===== src/sv/gncsp_pkg.sv =====
// Shared types and constants of the grid node cost shortest path unit.
package gncsp_pkg;

   localparam int MAX_WIDTH_DEF   = 64;
   localparam int MAX_HEIGHT_DEF  = 64;
   localparam int GRID_DIM_RESET  = 45;
   localparam int SPEED_W         = 16;
   localparam int DIST_W          = 32;
   localparam int COST_W          = 25;
   localparam int DIM_FIELD_W     = 7;
   localparam int CSR_INDEX_W     = 2;

   localparam logic [1:0] OP_LOAD = 2'd0;
   localparam logic [1:0] OP_RUN  = 2'd1;
   localparam logic [1:0] OP_READ = 2'd2;

   localparam logic [CSR_INDEX_W-1:0] CSR_GRID_WIDTH  = 2'd0;
   localparam logic [CSR_INDEX_W-1:0] CSR_GRID_HEIGHT = 2'd1;

   typedef struct packed {
      logic [1:0]         operation;
      logic [5:0]         cell_x;
      logic [5:0]         cell_y;
      logic [SPEED_W-1:0] speed;
   } req_type;

   typedef struct packed {
      logic [DIST_W-1:0] distance;
      logic              reachable;
   } rsp_type;

   typedef enum logic [3:0] {
      ST_CLEAR,
      ST_IDLE,
      ST_RD_WAIT,
      ST_SEED,
      ST_POP,
      ST_POP_WAIT,
      ST_SD_RD,
      ST_SD_CMP,
      ST_SD_END,
      ST_NB,
      ST_NB_WAIT,
      ST_DIV,
      ST_UP_CHK,
      ST_UP_CMP,
      ST_UP_END,
      ST_DONE
   } state_type;

endpackage


===== src/sv/gncsp_recip.sv =====
// Bit-serial reciprocal unit: quotient of 2^24 by a 16-bit speed, one bit per cycle.
module gncsp_recip (
   input  logic                             clock,
   input  logic                             reset,
   input  logic                             go,
   input  logic [gncsp_pkg::SPEED_W-1:0]    divisor,
   output logic                             done,
   output logic [gncsp_pkg::COST_W-1:0]     quotient
);

   logic                              busy_ff, busy_in;
   logic                              done_ff, done_in;
   logic [4:0]                        cnt_ff, cnt_in;
   logic [gncsp_pkg::SPEED_W:0]       rem_ff, rem_in;
   logic [gncsp_pkg::COST_W-1:0]      quo_ff, quo_in;
   logic [gncsp_pkg::SPEED_W-1:0]     div_ff, div_in;
   logic [gncsp_pkg::SPEED_W:0]       shifted;
   logic [gncsp_pkg::SPEED_W:0]       div_ext;

   // The dividend is a single one at bit 24, so the shifted-in bit is set only on the first step.
   always_comb begin
      div_ext = {1'b0, div_ff};
      shifted = {rem_ff[gncsp_pkg::SPEED_W-1:0], (cnt_ff == 5'd24)};
      busy_in = busy_ff;
      done_in = 1'b0;
      cnt_in  = cnt_ff;
      rem_in  = rem_ff;
      quo_in  = quo_ff;
      div_in  = div_ff;
      if (go) begin
         busy_in = 1'b1;
         cnt_in  = 5'd24;
         rem_in  = '0;
         quo_in  = '0;
         div_in  = divisor;
      end else if (busy_ff) begin
         if (shifted >= div_ext) begin
            rem_in = shifted - div_ext;
            quo_in = {quo_ff[gncsp_pkg::COST_W-2:0], 1'b1};
         end else begin
            rem_in = shifted;
            quo_in = {quo_ff[gncsp_pkg::COST_W-2:0], 1'b0};
         end
         if (cnt_ff == 5'd0) begin
            busy_in = 1'b0;
            done_in = 1'b1;
         end else begin
            cnt_in = cnt_ff - 5'd1;
         end
      end
   end

   always_ff @(posedge clock) begin
      if (reset) begin
         busy_ff <= 1'b0;
         done_ff <= 1'b0;
      end else begin
         busy_ff <= busy_in;
         done_ff <= done_in;
      end
      cnt_ff <= cnt_in;
      rem_ff <= rem_in;
      quo_ff <= quo_in;
      div_ff <= div_in;
   end

   assign done     = done_ff;
   assign quotient = quo_ff;

endmodule


===== config.mk =====
export PLATFORM = sky130hd
export DESIGN_NAME = gncsp_recip
export DESIGN_NICKNAME = d
export VERILOG_FILES = /design/src/sv/gncsp_pkg.sv /design/src/sv/gncsp_recip.sv
export SDC_FILE = /design/constraint.sdc
export NUM_CORES = 1
export LEC_CHECK = 0
export BUFFER_PORTS_ARGS = -buffer_cell sky130_fd_sc_hd__buf_2
export CORE_MARGIN = 3
export CORE_UTILIZATION = 60
export DETAILED_ROUTE_END_ITERATION = 12
export GPL_ROUTABILITY_DRIVEN = 1
export GPL_TIMING_DRIVEN = 0
export PLACE_DENSITY_LB_ADDON = 0.15
export SKIP_CTS_REPAIR_TIMING = 1
export SYNTH_ARGS = -nofsm -noshare
export SYNTH_HDL_FRONTEND = slang
export SYNTH_SLANG_ARGS = --single-unit
export TNS_END_PERCENT = 30

===== constraint.sdc =====
create_clock -name clock -period 4.2 [get_ports clock]
set_input_delay 0.42 -clock clock [delete_from_list [all_inputs] [get_ports clock]]
set_output_delay 0.42 -clock clock [all_outputs]
set_load 0.05 [all_outputs]

==> summary by stage, run 1 <==
Outcome
The flow ran to the end, and the final reports show no timing, DRC or antenna violations.

Critical path
Along the worst path, the maximum fanout reaches 5. Across all register-to-register paths, the minimum setup slack is 1.40 ns. The end of the worst register-to-register path is rem_ff[14].

The critical path is of the register to register type. STA classifies the critical path endpoint as a register. STA puts the critical path data required time at 4.41 ns.

The startpoint of the worst-slack reg-to-reg timing path is cnt_ff[0]. STA puts the critical path data arrival time at 3.02 ns. The worst setup path is launched from a register. The number of cells on the worst reg-to-reg path is 11.

Logic synthesis
The area of the mapped netlist is 3480 sq um. In this run the mean area of a mapped cell was 9.66 sq um. During synthesis, Yosys emitted a total of 0 warnings. The register bit total from synthesis is 64. sky130_fd_sc_hd__dfxtp_1 takes more of the synthesized area than any other cell. By area the synthesized netlist is led by sky130_fd_sc_hd__dfxtp_1, sky130_fd_sc_hd__edfxtp_1, sky130_fd_sc_hd__mux2i_1. The area share of the largest cell type after synthesis is 27.6%. The number of enable-type register cells in the synthesized netlist is 16. The share of the Yosys chip area taken by registers is 41.5%. The most used flip-flop cell after synthesis is sky130_fd_sc_hd__dfxtp_1. After synthesis, the share of flip-flops with an asynchronous set or reset is 0%. The synthesized netlist net count is 398. The unique cell type count in the Yosys netlist is 62.

Synthesis produced a netlist whose cell count is 360.

Global routing
The first global-routing pass estimated 12900 um of wire. The number of antenna violations at the first check in global routing is 0. For this run, the total global-route usage over all layers was measured as 25.6%.

The final global-route overflow total is 0. Entering global routing, the biggest net connects 18 pins. The via count of the first global-routing pass was 2718.

Finish
The design area is 4020 sq um. The share of the core filled with cells is 72.1%. The final standard cell count with taps included and fillers excluded is 492. The top cell types in the final layout, fill and taps aside, are sky130_fd_sc_hd__nor2_1, sky130_fd_sc_hd__dfxtp_1, sky130_fd_sc_hd__buf_2. The multi-input combinational cells in the finished layout cover a total of 1850 sq um. The final-stage net count is 453. The library cell used most frequently in the layout, excluding fill and tap cells, is sky130_fd_sc_hd__nor2_1. The layout-stage area growth over the synthesis result is 15.7%. Summing all flip-flop and latch instances after layout gives 1440 sq um. The number of fill cells in the layout is 433. The ratio of cells with drive above 1 in the final layout is 19.5%. The total inserted antenna cells is 0.

Power and ir drop
In this run, the combinational gates consume 22.2% of the power. The power density over cell area is 410 nW/um^2. Summed over all nets, the switching power comes to 0.000479 W. The internal power summed over all cells is 0.00117 W. Summing internal, switching and leakage power gives 0.00165 W. Of the total power, the clock network draws 35.9%. Sequential cells account for 42.0% of the total power. Of the total power, the share spent switching nets is 29.1%.

The peak ir drop on the vdd network is 0.000269 V. The leakage power figure is 1.79 nW.

STA
The worst slew slack as a fraction of its limit is 52.1%. The final hold violation count is 0. The sum of negative setup slack is 0 ns. Across the routed clock network, the largest skew measured is 0.0121 ns.

The clock period could shrink to 2.80 ns. The share of the clock period used by the worst path is 66.7%. Setup repair after global routing left no endpoint under its margin. The slew of the pin with the lowest slew margin is 0.718 ns. The final-report max-slew violation count is 0. Timing would allow up to 357 MHz. The number of setup violations in the final report is 0.

Detailed routing
The routed length per placed instance is 16.5 um. For this block, the via count after detailed routing is 2941. The count of nets left with antenna violations once routing finished came out at 0. The number of iterations in the first detailed-routing pass is 5. The met1 layer wirelength in the final routing is 3450 um. After detailed routing, the number of remaining DRC violations is 0. Signal routing reaches up to met4. The total length of routed met2 wires is 3900 um. Dividing the detail-routed via count by the number of cells gives 5.98.

The wire length on met3 is 523 um. For this block, the initial DRC count from the detailed router was 176. The total wire length after detailed routing is 8110 um.

CTS
The clock latency on the worst-skew pair is 0.35 ns. The maximum root-to-sink buffer count is 2. The number of buffers inserted during clock tree synthesis is 9. The TritonCTS clock tree is yes. The H-tree was split into 3 levels. The clock drives 64 sinks. The clock-pin slew on the worst setup and hold paths is 0.07 ns.

The cell at the root of the clock tree is sky130_fd_sc_hd__clkbuf_8.

Worst hold path
In this run the most critical hold path is launched from divisor[1]. The type of the tightest min-delay check is input port to register. The endpoint with the worst hold slack is div_ff[1]. The worst hold path cell count is 1.

Placed design
The instance area at placement is 3790 sq um. Detailed placement finished with a half-perimeter wire length of 5670 um. The final weighted congestion in routability-driven placement is 0.878. The number of I/O port buffers is 44. The number of placed cells counting well taps is 476.

Floorplanning
The floorplan has 27 rows. The floorplan step set the die width to 82.1 um. The I/O pin count is 45. The initial utilization of the core area, before any placement, comes to 62.4%. The die covers 6740 sq um. The die height is 82.1 um. In this run the standard cell core region covers 5570 sq um.

Job
The max-cap check violation count is 0.
==> critical path, cell delays in order, from the launching register on <==
cell                       delay (ns)
sky130_fd_sc_hd__dfxtp_1         0.31
sky130_fd_sc_hd__inv_1           0.11
sky130_fd_sc_hd__ha_1            0.20
sky130_fd_sc_hd__nand4b_1        0.14
sky130_fd_sc_hd__ha_1            0.24
sky130_fd_sc_hd__fa_1            0.40
sky130_fd_sc_hd__nor2b_1         0.20
sky130_fd_sc_hd__o31a_1          0.22
sky130_fd_sc_hd__o21bai_1        0.21
sky130_fd_sc_hd__nor3b_1         0.20
sky130_fd_sc_hd__a311oi_1        0.28
sky130_fd_sc_hd__o21ai_0         0.15
==> state kept, by name, summed over array words and instances (netlist names) <==
name and count:
cnt_ff 5, quotient 25, busy_ff 1, rem_ff 16, div_ff 16, done 1
==> cells in the mapped netlist, drive strengths merged, types with 8 or more instances <==
library cell   n
a21oi         12
a311oi         9
and3           8
buf            8
clkbuf         9
dfxtp         48
edfxtp        16
ha            18
inv           24
mux2i         26
nand2         13
nand3         12
nor2          53
nor3           9
o21ai         18
xnor2         10
==> power groups by stage <==
| stage | Sequential [W] | Clock (W) | Combinational, W |
|---|---|---|---|
| after floorplan | 0.000701 | 0 | 0.000274 |
| after global placement | 0.000703 | 0 | 0.000347 |
| final | 0.000691 | 0.000591 | 0.000365 |
| after CTS | 0.000691 | 0.000595 | 0.000361 |
| after global routing | 0.000695 | 0.000622 | 0.000403 |
| after detailed placement | 0.000704 | 0 | 0.000356 |
==> how the worst max path moves through the flow <==
| stage | startpoint | endpoint | slack (ns) | cells after the start |
|---|---|---|---|---|
| 2_1_floorplan | cnt_ff[0] | rem_ff[10] | 1.82 | 11 |
| 6_report | cnt_ff[0] | rem_ff[14] | 1.40 | 11 |
| 3_3_place_gp | cnt_ff[0] | rem_ff[10] | 1.50 | 11 |
| 5_1_grt | cnt_ff[0] | rem_ff[10] | 1.25 | 11 |
| 3_5_place_dp | cnt_ff[0] | rem_ff[14] | 1.43 | 11 |
| 4_1_cts | cnt_ff[0] | rem_ff[14] | 1.40 | 11 |
==> metal layers <==
metal / track usage (%) / vias to the layer above
met5: 0 / -
met4: 11.1 / 0
met3: 6.40 / 22
met2: 42.0 / 110
met1: 32.0 / 1374
li1: - / 1435
==> logic make-up (layout without fill, tap and decap cells) <==
logic type	Yosys count	count (layout)	share of synthesized area, %
compound gates	83	83	19.6
mux	26	26	7.48
xor+xnor	10	10	2.52
flops	64	64	41.5
fa+ha+maj	19	19	7.05
buf+inv	42	102	5.22
simple gates	116	116	16.7
==> stage by stage <==
| step | worst slack (ns) | hold slack (ns) |
|---|---|---|
| 6_report | 1.40 | 0.240 |
| 2_1_floorplan | 1.82 | 0.461 |
| 5_1_grt | 1.25 | 0.232 |
| 4_1_cts | 1.40 | 0.239 |
| 3_5_place_dp | 1.43 | 0.495 |
| 3_3_place_gp | 1.50 | 0.474 |
==> cell type report <==
class	instances	share of cell area (%)
multi-input cells	254	46.1
flip-flops and latches	64	35.8
clock buffers	16	5.82
repair buffers	44	5.48
inverters	25	2.33
well taps	72	2.24
plain buffers	17	2.18
No activity file was read; power rests on OpenSTA's default activity.
==> run 2, diff against run 1 <==
--- a/config.mk
+++ b/config.mk
@@ -5,9 +5,10 @@
 export SDC_FILE = /design/constraint.sdc
 export NUM_CORES = 1
 export LEC_CHECK = 0
+export ABC_AREA = 1
 export BUFFER_PORTS_ARGS = -buffer_cell sky130_fd_sc_hd__buf_2
 export CORE_MARGIN = 3
-export CORE_UTILIZATION = 60
+export CORE_UTILIZATION = 58
 export DETAILED_ROUTE_END_ITERATION = 12
 export GPL_ROUTABILITY_DRIVEN = 1
 export GPL_TIMING_DRIVEN = 0
==> constraint.sdc (replaced) <==
create_clock -name clock -period 2.9 [get_ports clock]
set_input_delay 0.29 -clock clock [delete_from_list [all_inputs] [get_ports clock]]
set_output_delay 0.29 -clock clock [all_outputs]
set_load 0.05 [all_outputs]
==> run 2 against run 1 <==
Compared with the run above:
- register-to-register slack worse by 1.0 ns
- critical path depth is 2 higher
- area after synthesis is 4.2% higher
- largest cell class unchanged
- highest routed layer unchanged
==> summary by stage, run 2 <==
Logic synthesis
The area of the mapped netlist is 3620 sq um (was 3480 sq um). The proportion of synthesized flip-flops having asynchronous set or reset is 0% (unchanged). The synthesized netlist net count came to 533 (was 398).

The number of warning messages in the yosys log is 0 (unchanged). The register bit total from synthesis was 64 (unchanged). Most used standard cells in the synthesized netlist: sky130_fd_sc_hd__nand2_1, sky130_fd_sc_hd__inv_1, sky130_fd_sc_hd__nor2_1 (was sky130_fd_sc_hd__nor2_1, sky130_fd_sc_hd__dfxtp_1, sky130_fd_sc_hd__mux2i_1). The number of enable-type register cells in the synthesized netlist was 16 (unchanged). The number of instances in the synthesized netlist is 495 (was 360). The area share of the largest cell type after synthesis is 26.5% (was 27.6%). The sequential-to-total area share from yosys stat is 39.8% (was 41.5%). The most common cell in the netlist is sky130_fd_sc_hd__nand2_1 (was sky130_fd_sc_hd__nor2_1). The cell taking the most area after synthesis is sky130_fd_sc_hd__dfxtp_1 (unchanged). The average cell area after synthesis is 7.32 sq um (was 9.66 sq um). Cell types with the largest area share after synthesis: sky130_fd_sc_hd__dfxtp_1, sky130_fd_sc_hd__edfxtp_1, sky130_fd_sc_hd__nand2_1 (was sky130_fd_sc_hd__dfxtp_1, sky130_fd_sc_hd__edfxtp_1, sky130_fd_sc_hd__mux2i_1).

The unique cell type count in the Yosys netlist is 36 (was 62). The dominant register cell in the synthesized netlist is sky130_fd_sc_hd__dfxtp_1 (unchanged).

STA
Setup repair after global routing missed its margin: false (unchanged). The number of setup violations in the final report came to 0 (unchanged). The setup clock skew after layout is 0.0109 ns (was 0.0121 ns).

The maximum clock frequency is 393 MHz (was 357 MHz). The slew of the pin with the lowest slew margin is 0.656 ns (was 0.718 ns). The final-report max-slew violation count came to 0 (unchanged). The final hold slack came to 0.122 ns (was 0.240 ns). The share of the clock period used by the worst path is 87.8% (was 66.7%). The sum of negative setup slack is 0 ns (unchanged). The minimum period implied by the final worst setup slack is 2.55 ns (was 2.80 ns). The final hold violation count was 0 (unchanged).

The worst slew slack as a fraction of its limit is 56.3% (was 52.1%).

CTS
The maximum root-to-sink buffer count is 2 (unchanged). The clock latency on the worst-skew pair came to 0.34 ns (was 0.35 ns). The clock-pin slew on the worst setup and hold paths is 0.07 ns (about the same).

The number of buffers inserted during clock tree synthesis is 9 (unchanged). The cell at the root of the clock tree is sky130_fd_sc_hd__clkbuf_8 (unchanged). The TritonCTS clock tree is yes (unchanged). The number of levels in the clock H-tree is 3 (unchanged). The clock sink count came to 64 (unchanged).

Detailed routing
The detailed router's first-iteration violation count is 156 (was 176). The routed length per placed instance is 12.9 um (was 16.5 um). The wire length on met3 is 399 um (was 523 um). The number of iterations in the first detailed-routing pass is 4 (was 5). The overall via count from detail_route was 3262 (was 2941). The met1 layer wirelength in the final routing is 3610 um (was 3450 um). The total length of routed met2 wires is 4010 um (was 3900 um).

The total wire length after detailed routing is 8120 um (was 8110 um). The DRC violations left was 0 (unchanged). The routed via count divided by cell count is 5.19 (was 5.98). The uppermost layer routed is met4 (unchanged). The remaining number of nets flagged by the antenna check after routing is 0 (unchanged).

Worst hold path
The type of the tightest min-delay check is input port to register (unchanged).

Finish
The ratio of cells with drive above 1 in the final layout is 17.9% (was 19.5%). The number of fill cells in the layout is 528 (was 433). The total inserted antenna cells is 0 (unchanged). The number of flip-flops in the largest register was 25 (unchanged). The most common cell after layout, fill and taps aside is sky130_fd_sc_hd__nand2_1 (was sky130_fd_sc_hd__nor2_1). The area taken by flip-flops and latches was 1440 sq um (unchanged).

The layout-stage area growth over the synthesis result is 14.0% (was 15.7%). The final-stage net count came to 588 (was 453). Commonest non-fill, non-tap cells in the layout: sky130_fd_sc_hd__nand2_1, sky130_fd_sc_hd__inv_1, sky130_fd_sc_hd__nor2_1 (was sky130_fd_sc_hd__nor2_1, sky130_fd_sc_hd__dfxtp_1, sky130_fd_sc_hd__buf_2).

The area used by multi-input combinational logic is 1770 sq um (was 1850 sq um).

Floorplanning
The die footprint is 7230 sq um (was 6740 sq um). The core region area is 5990 sq um (was 5570 sq um). The horizontal die dimension is 85.1 um (was 82.1 um). The number of rows in the core area is 28 (was 27).

The effective utilization at floorplan is 60.5% (was 62.4%). The I/O pin count is 45 (unchanged). The die height was 85.1 um (was 82.1 um).

Critical path
The critical setup path kind is register to register (unchanged). The arrival time of data at the critical path endpoint is 2.79 ns (was 3.02 ns). The startpoint type of the worst setup path is a register (unchanged). Cell-by-cell trace of the critical path: inv_1 -> ha_1 -> nand4_1 -> ha_1 -> fa_1 -> o21bai_1 -> nand3_1 -> nand3_1 -> nand2_1 -> nand3_1 -> nand3_1 -> nand2_1 -> inv_1 (was inv_1 -> ha_1 -> nand4b_1 -> ha_1 -> fa_1 -> nor2b_1 -> o31a_1 -> o21bai_1 -> nor3b_1 -> a311oi_1 -> o21ai_0).

The required time at the worst-slack endpoint was 3.14 ns (was 4.41 ns). The slowest cell on the critical path is sky130_fd_sc_hd__fa_1 (unchanged). The worst stage delay on the critical path is 0.45 ns (was 0.40 ns). The maximum net fanout on the critical path was 4 (was 5). The cell type with the highest occurrence count on the critical path is sky130_fd_sc_hd__nand3_1 (was sky130_fd_sc_hd__ha_1). The element type at the critical path end was a register (unchanged).

Power and ir drop
The part of the total power dissipated in the clock network is 30.2% (was 35.9%). The net load switching power is 0.000854 W (was 0.000479 W). The internal power summed over all cells is 0.00162 W (was 0.00117 W). The power density over cell area came to 598 nW/um^2 (was 410 nW/um^2).

The relative contribution of sequential cells to total power came to 41.8% (was 42.0%). The peak ir drop on the vdd network is 0.000565 V (was 0.000269 V). The share of total power consumed by net switching came to 34.5% (was 29.1%). The leakage power figure is 2.14 nW (was 1.79 nW). The combinational share of power is 28.0% (was 22.2%).

Global routing
The maximum number of pins on one net before global-route repair is 18 (unchanged). The final global-route overflow total came to 0 (unchanged). The via count of the first global-routing pass is 3157 (was 2718). The wire length of the first global-routing pass was 13800 um (was 12900 um). The global routing usage summed across all routing layers is 23.7% (was 25.6%). The number of antenna violations at the first check in global routing is 0 (unchanged).

Placed design
The detailed-placement wirelength estimate was 6050 um (was 5670 um). The number of I/O port buffers is 44 (unchanged). The final weighted congestion in routability-driven placement is 0.976 (was 0.878).

Outcome
Outcome: finished clean (unchanged).

Job
The max-cap check violation count is 0 (unchanged).
run 2: cell types whose count changed after synthesis, moves of 6 or more:
cell                       previous run  this run
sky130_fd_sc_hd__a21oi_1             12        25
sky130_fd_sc_hd__a311oi_2             7         0
sky130_fd_sc_hd__a31oi_1              6         0
sky130_fd_sc_hd__and3_1               7         1
sky130_fd_sc_hd__inv_1               24        72
sky130_fd_sc_hd__mux2i_1             26         0
sky130_fd_sc_hd__nand2_1             13       111
sky130_fd_sc_hd__nand2_2              0        12
sky130_fd_sc_hd__nand3_1             11        34
sky130_fd_sc_hd__nor2_1              53        65
sky130_fd_sc_hd__o21a_1               6         0
sky130_fd_sc_hd__o21ai_0              9        28
sky130_fd_sc_hd__o21ai_1              8         0
run 2: cell type report:
class / count / share of cell area [%]
Timing Repair Buffer: 44 / 5.33
Clock buffer: 9 / 3.00
Tap cell: 75 / 2.27
Sequential cell: 64 / 34.9
Buffer: 17 / 3.12
Clock inverter: 6 / 1.67
Inverter: 76 / 6.90
Multi-Input combinational cell: 338 / 42.8
run 2: critical path, delay by kind of cell (launching register included):
kind | cells | cell delay, ns
fa+ha+maj | 3 | 0.93
simple gates | 7 | 0.69
flops | 1 | 0.31
compound gates | 1 | 0.34
buf+inv | 2 | 0.16
run 2: final timing paths:
check            start         end  slack [ns]  cells after the start
max          cnt_ff[0]  rem_ff[12]        0.35                     13
min              reset     busy_ff        0.12                      2
max reg2reg  cnt_ff[0]  rem_ff[12]        0.35                     13
min reg2reg  cnt_ff[0]   cnt_ff[0]        0.47                      2
run 2: power groups by stage:
stage / Combinational [W] / Sequential [W] / Clock [W]
6_report: 0.000693 / 0.00103 / 0.000747
5_1_grt: 0.000769 / 0.00104 / 0.000803
4_1_cts: 0.000691 / 0.00103 / 0.000760
3_5_place_dp: 0.000686 / 0.00105 / 0
3_3_place_gp: 0.000671 / 0.00105 / 0
2_1_floorplan: 0.000447 / 0.00113 / 0
run 2: routing by layer:
metal | up-vias | track usage (%)
li1 | 1679 | -
met1 | 1504 | 28.3
met2 | 69 | 41.5
met3 | 10 | 6.99
met4 | 0 | 6.62
met5 | - | 0
run 2: cells by family after synthesis:
kind of cell / Yosys count / synth area share, %
buf+inv: 93 / 11.4
fa+ha+maj: 19 / 6.77
flops: 64 / 39.8
compound gates: 60 / 8.91
simple gates: 252 / 31.4
xor+xnor: 7 / 1.69
run 2: metrics by stage:
stage                     total power, W  instance area, sq um  utilization (%)  std cells  worst slack [ns]
after floorplan                  0.00158                  3620                -        495             0.812
after global placement           0.00172                  3940             65.7        614             0.441
after detailed placement         0.00174                  3940             65.7        614             0.384
after CTS                        0.00248                  4130             69.0        629             0.371
after global routing             0.00261                  4130             69.0        629             0.162
final                            0.00247                  4130             69.0        629             0.353
==> run 3, diff against run 2 <==
--- a/config.mk
+++ b/config.mk
@@ -12,7 +12,7 @@
 export DETAILED_ROUTE_END_ITERATION = 12
 export GPL_ROUTABILITY_DRIVEN = 1
 export GPL_TIMING_DRIVEN = 0
-export PLACE_DENSITY_LB_ADDON = 0.15
+export PLACE_DENSITY = 0.91
 export SKIP_CTS_REPAIR_TIMING = 1
 export SYNTH_ARGS = -nofsm -noshare
 export SYNTH_HDL_FRONTEND = slang
==> run 3 against run 2 <==
Compared with the run above:
- count of clock-buffer cells in the layout grew 2
- non-clock buffer count is the same
- power grew 4.1%
- clock skew is essentially flat
- design area grew 0.48%
- fmax shrank 1.2%
- highest routed layer unchanged
==> summary by stage, run 3 (synthesis results as in run 2) <==
Finish
The area used by multi-input combinational logic is 1770 sq um (unchanged). The final standard cell count with taps included and fillers excluded is 630 (was 629). The design area is 4150 sq um (was 4130 sq um).

The number of fill cells in the layout is 441 (was 528). The most common cell after layout, fill and taps aside is sky130_fd_sc_hd__nand2_1 (unchanged). The final-stage net count was 588 (unchanged). The total inserted antenna cells is 0 (unchanged). The area taken by flip-flops and latches came to 1440 sq um (unchanged). The layout-stage area growth over the synthesis result is 14.5% (was 14.0%). Commonest non-fill, non-tap cells in the layout: sky130_fd_sc_hd__nand2_1, sky130_fd_sc_hd__inv_1, sky130_fd_sc_hd__nor2_1 (unchanged). The ratio of cells with drive above 1 in the final layout is 17.7% (was 17.9%). The number of flip-flops in the largest register is 25 (unchanged).

STA
The slew of the pin with the lowest slew margin is 0.643 ns (was 0.656 ns). The final-report max-slew violation count is 0 (unchanged). The sum of negative setup slack is 0 ns (unchanged). The final hold violation count was 0 (unchanged).

The share of the clock period used by the worst path is 88.9% (was 87.8%). The number of setup violations in the final report came to 0 (unchanged). The worst slew slack as a fraction of its limit is 57.1% (was 56.3%).

The maximum clock frequency is 388 MHz (was 393 MHz). The minimum period implied by the final worst setup slack is 2.58 ns (was 2.55 ns). Setup repair after global routing missed its margin: false (unchanged).

The setup clock skew after layout is 0.0109 ns (about the same).

CTS
The cell at the root of the clock tree is sky130_fd_sc_hd__clkbuf_8 (unchanged). The number of buffers inserted during clock tree synthesis is 9 (unchanged). The maximum root-to-sink buffer count came to 2 (unchanged). The clock sink count is 64 (unchanged).

The TritonCTS clock tree was yes (unchanged). The clock latency on the worst-skew pair is 0.34 ns (about the same). The clock-pin slew on the worst setup and hold paths is 0.08 ns (was 0.07 ns).

The number of levels in the clock H-tree was 3 (unchanged).

Critical path
The slowest cell on the critical path was sky130_fd_sc_hd__fa_1 (unchanged). Cell-by-cell trace of the critical path: inv_1 -> ha_1 -> nand4_1 -> ha_1 -> fa_1 -> o21bai_1 -> nand3_1 -> nand3_1 -> nand2_1 -> nand3_1 -> nand3_1 -> nand2_1 -> inv_1 (unchanged). The maximum net fanout on the critical path is 4 (unchanged). The kind of cell with the highest combined delay on the critical path is adder cells (unchanged). The worst stage delay on the critical path is 0.44 ns (was 0.45 ns).

The cell type with the highest occurrence count on the critical path is sky130_fd_sc_hd__nand3_1 (unchanged). The required time at the worst-slack endpoint is 3.14 ns (about the same). The startpoint type of the worst setup path is a register (unchanged). The arrival time of data at the critical path endpoint is 2.82 ns (was 2.79 ns).

The worst path buffer plus inverter count is 2 (unchanged). The element type at the critical path end is a register (unchanged). The critical setup path kind is register to register (unchanged).

Floorplanning
The core region area is 5990 sq um (unchanged). The effective utilization at floorplan is 60.5% (unchanged). The die height is 85.1 um (unchanged). The horizontal die dimension is 85.1 um (unchanged).

The number of rows in the core area is 28 (unchanged). The die footprint is 7230 sq um (unchanged). The I/O pin count is 45 (unchanged).

Global routing
The via count of the first global-routing pass is 3383 (was 3157). The maximum number of pins on one net before global-route repair is 18 (unchanged). The global routing usage summed across all routing layers came to 26.3% (was 23.7%). The wire length of the first global-routing pass came to 15100 um (was 13800 um). The number of antenna violations at the first check in global routing is 0 (unchanged).

The final global-route overflow total is 0 (unchanged).

Detailed routing
The DRC violations left is 0 (unchanged). The remaining number of nets flagged by the antenna check after routing came to 0 (unchanged). The number of iterations in the first detailed-routing pass is 5 (was 4). The routed length per placed instance came to 14.4 um (was 12.9 um). The detailed router's first-iteration violation count came to 229 (was 156). The routed via count divided by cell count came to 5.50 (was 5.19). The total wire length after detailed routing is 9050 um (was 8120 um). The overall via count from detail_route is 3465 (was 3262).

Worst hold path
The type of the tightest min-delay check is input port to register (unchanged).

Power and ir drop
The relative contribution of sequential cells to total power is 40.3% (was 41.8%). The internal power summed over all cells is 0.00171 W (was 0.00162 W). The peak ir drop on the vdd network is 0.000505 V (was 0.000565 V). The part of the total power dissipated in the clock network is 32.1% (was 30.2%). The power density over cell area came to 620 nW/um^2 (was 598 nW/um^2). The share of total power consumed by net switching is 33.7% (was 34.5%).

The leakage power figure is 2.14 nW (about the same). The combinational share of power was 27.6% (was 28.0%). The net load switching power is 0.000867 W (was 0.000854 W).

Outcome
Outcome: finished clean (unchanged).

Placed design
The detailed-placement wirelength estimate is 6620 um (was 6050 um). The number of placed cells counting well taps came to 614 (unchanged). The instance area at placement is 3940 sq um (unchanged). The final weighted congestion in routability-driven placement was 0.994 (was 0.976). The number of I/O port buffers is 44 (unchanged).

Job
The max-cap check violation count is 0 (unchanged).
-- run 3: changes by cell type in the layout (fill, tap and decap cells not counted) --
cell,before,now
sky130_fd_sc_hd__inv_4,2,0
sky130_fd_sc_hd__clkinvlp_4,0,1
sky130_fd_sc_hd__clkinv_2,0,1
sky130_fd_sc_hd__clkbuf_1,6,8
sky130_fd_sc_hd__clkinv_4,3,1
sky130_fd_sc_hd__bufinv_16,1,2
-- run 3: metrics by stage --
step                hold WS, ns  utilization (%)  total power [W]  worst slack, ns
global route             0.0939             69.3          0.00270            0.187
CTS                      0.0953             69.3          0.00258            0.368
finish                    0.116             69.3          0.00257            0.323
global placement          0.453             65.7          0.00172            0.496
floorplan                 0.359                -          0.00158            0.812
detailed placement        0.468             65.7          0.00175            0.414
-- run 3: cell type report --
cell class,count,share of cell area (%)
clock buffer,11,3.16
multi-input combinational,338,42.6
tap,75,2.26
timing repair buffer,44,5.30
clock inverter,5,1.96
sequential,64,34.7
inverter,76,6.87
buffer,17,3.10
-- run 3: worst paths after layout --
path                            startpoint         end  slack, ns  depth (start not counted)
worst min-delay path            divisor[3]   div_ff[3]       0.12                          1
worst max register to register   cnt_ff[0]  rem_ff[12]       0.32                         13
worst min register to register   cnt_ff[0]   cnt_ff[0]       0.48                          2
worst max-delay path             cnt_ff[0]  rem_ff[12]       0.32                         13
-- run 3: worst reg2reg max path: stages, from the launching register on --
cell and delay, ns:
sky130_fd_sc_hd__dfxtp_1 0.32, sky130_fd_sc_hd__inv_1 0.12, sky130_fd_sc_hd__ha_1 0.21, sky130_fd_sc_hd__nand4_1 0.20, sky130_fd_sc_hd__ha_1 0.30, sky130_fd_sc_hd__fa_1 0.44
sky130_fd_sc_hd__o21bai_1 0.35, sky130_fd_sc_hd__nand3_1 0.17, sky130_fd_sc_hd__nand3_1 0.10, sky130_fd_sc_hd__nand2_1 0.05, sky130_fd_sc_hd__nand3_1 0.07, sky130_fd_sc_hd__nand3_1 0.06
sky130_fd_sc_hd__nand2_1 0.06, sky130_fd_sc_hd__inv_1 0.04
-- run 3: per-layer routing --
metal  track usage, %  wire length [um]
met4             11.4               281
met5                0                 0
met2             45.9              4480
met1             30.3              3560
met3             6.60               735
-- run 3: power groups by stage --
stage	registers (W)	clock network, W	logic (W)
6_report	0.00104	0.000827	0.000710
5_1_grt	0.00104	0.000880	0.000780
4_1_cts	0.00103	0.000841	0.000702
3_5_place_dp	0.00105	0	0.000695
3_3_place_gp	0.00105	0	0.000670
2_1_floorplan	0.00113	0	0.000447
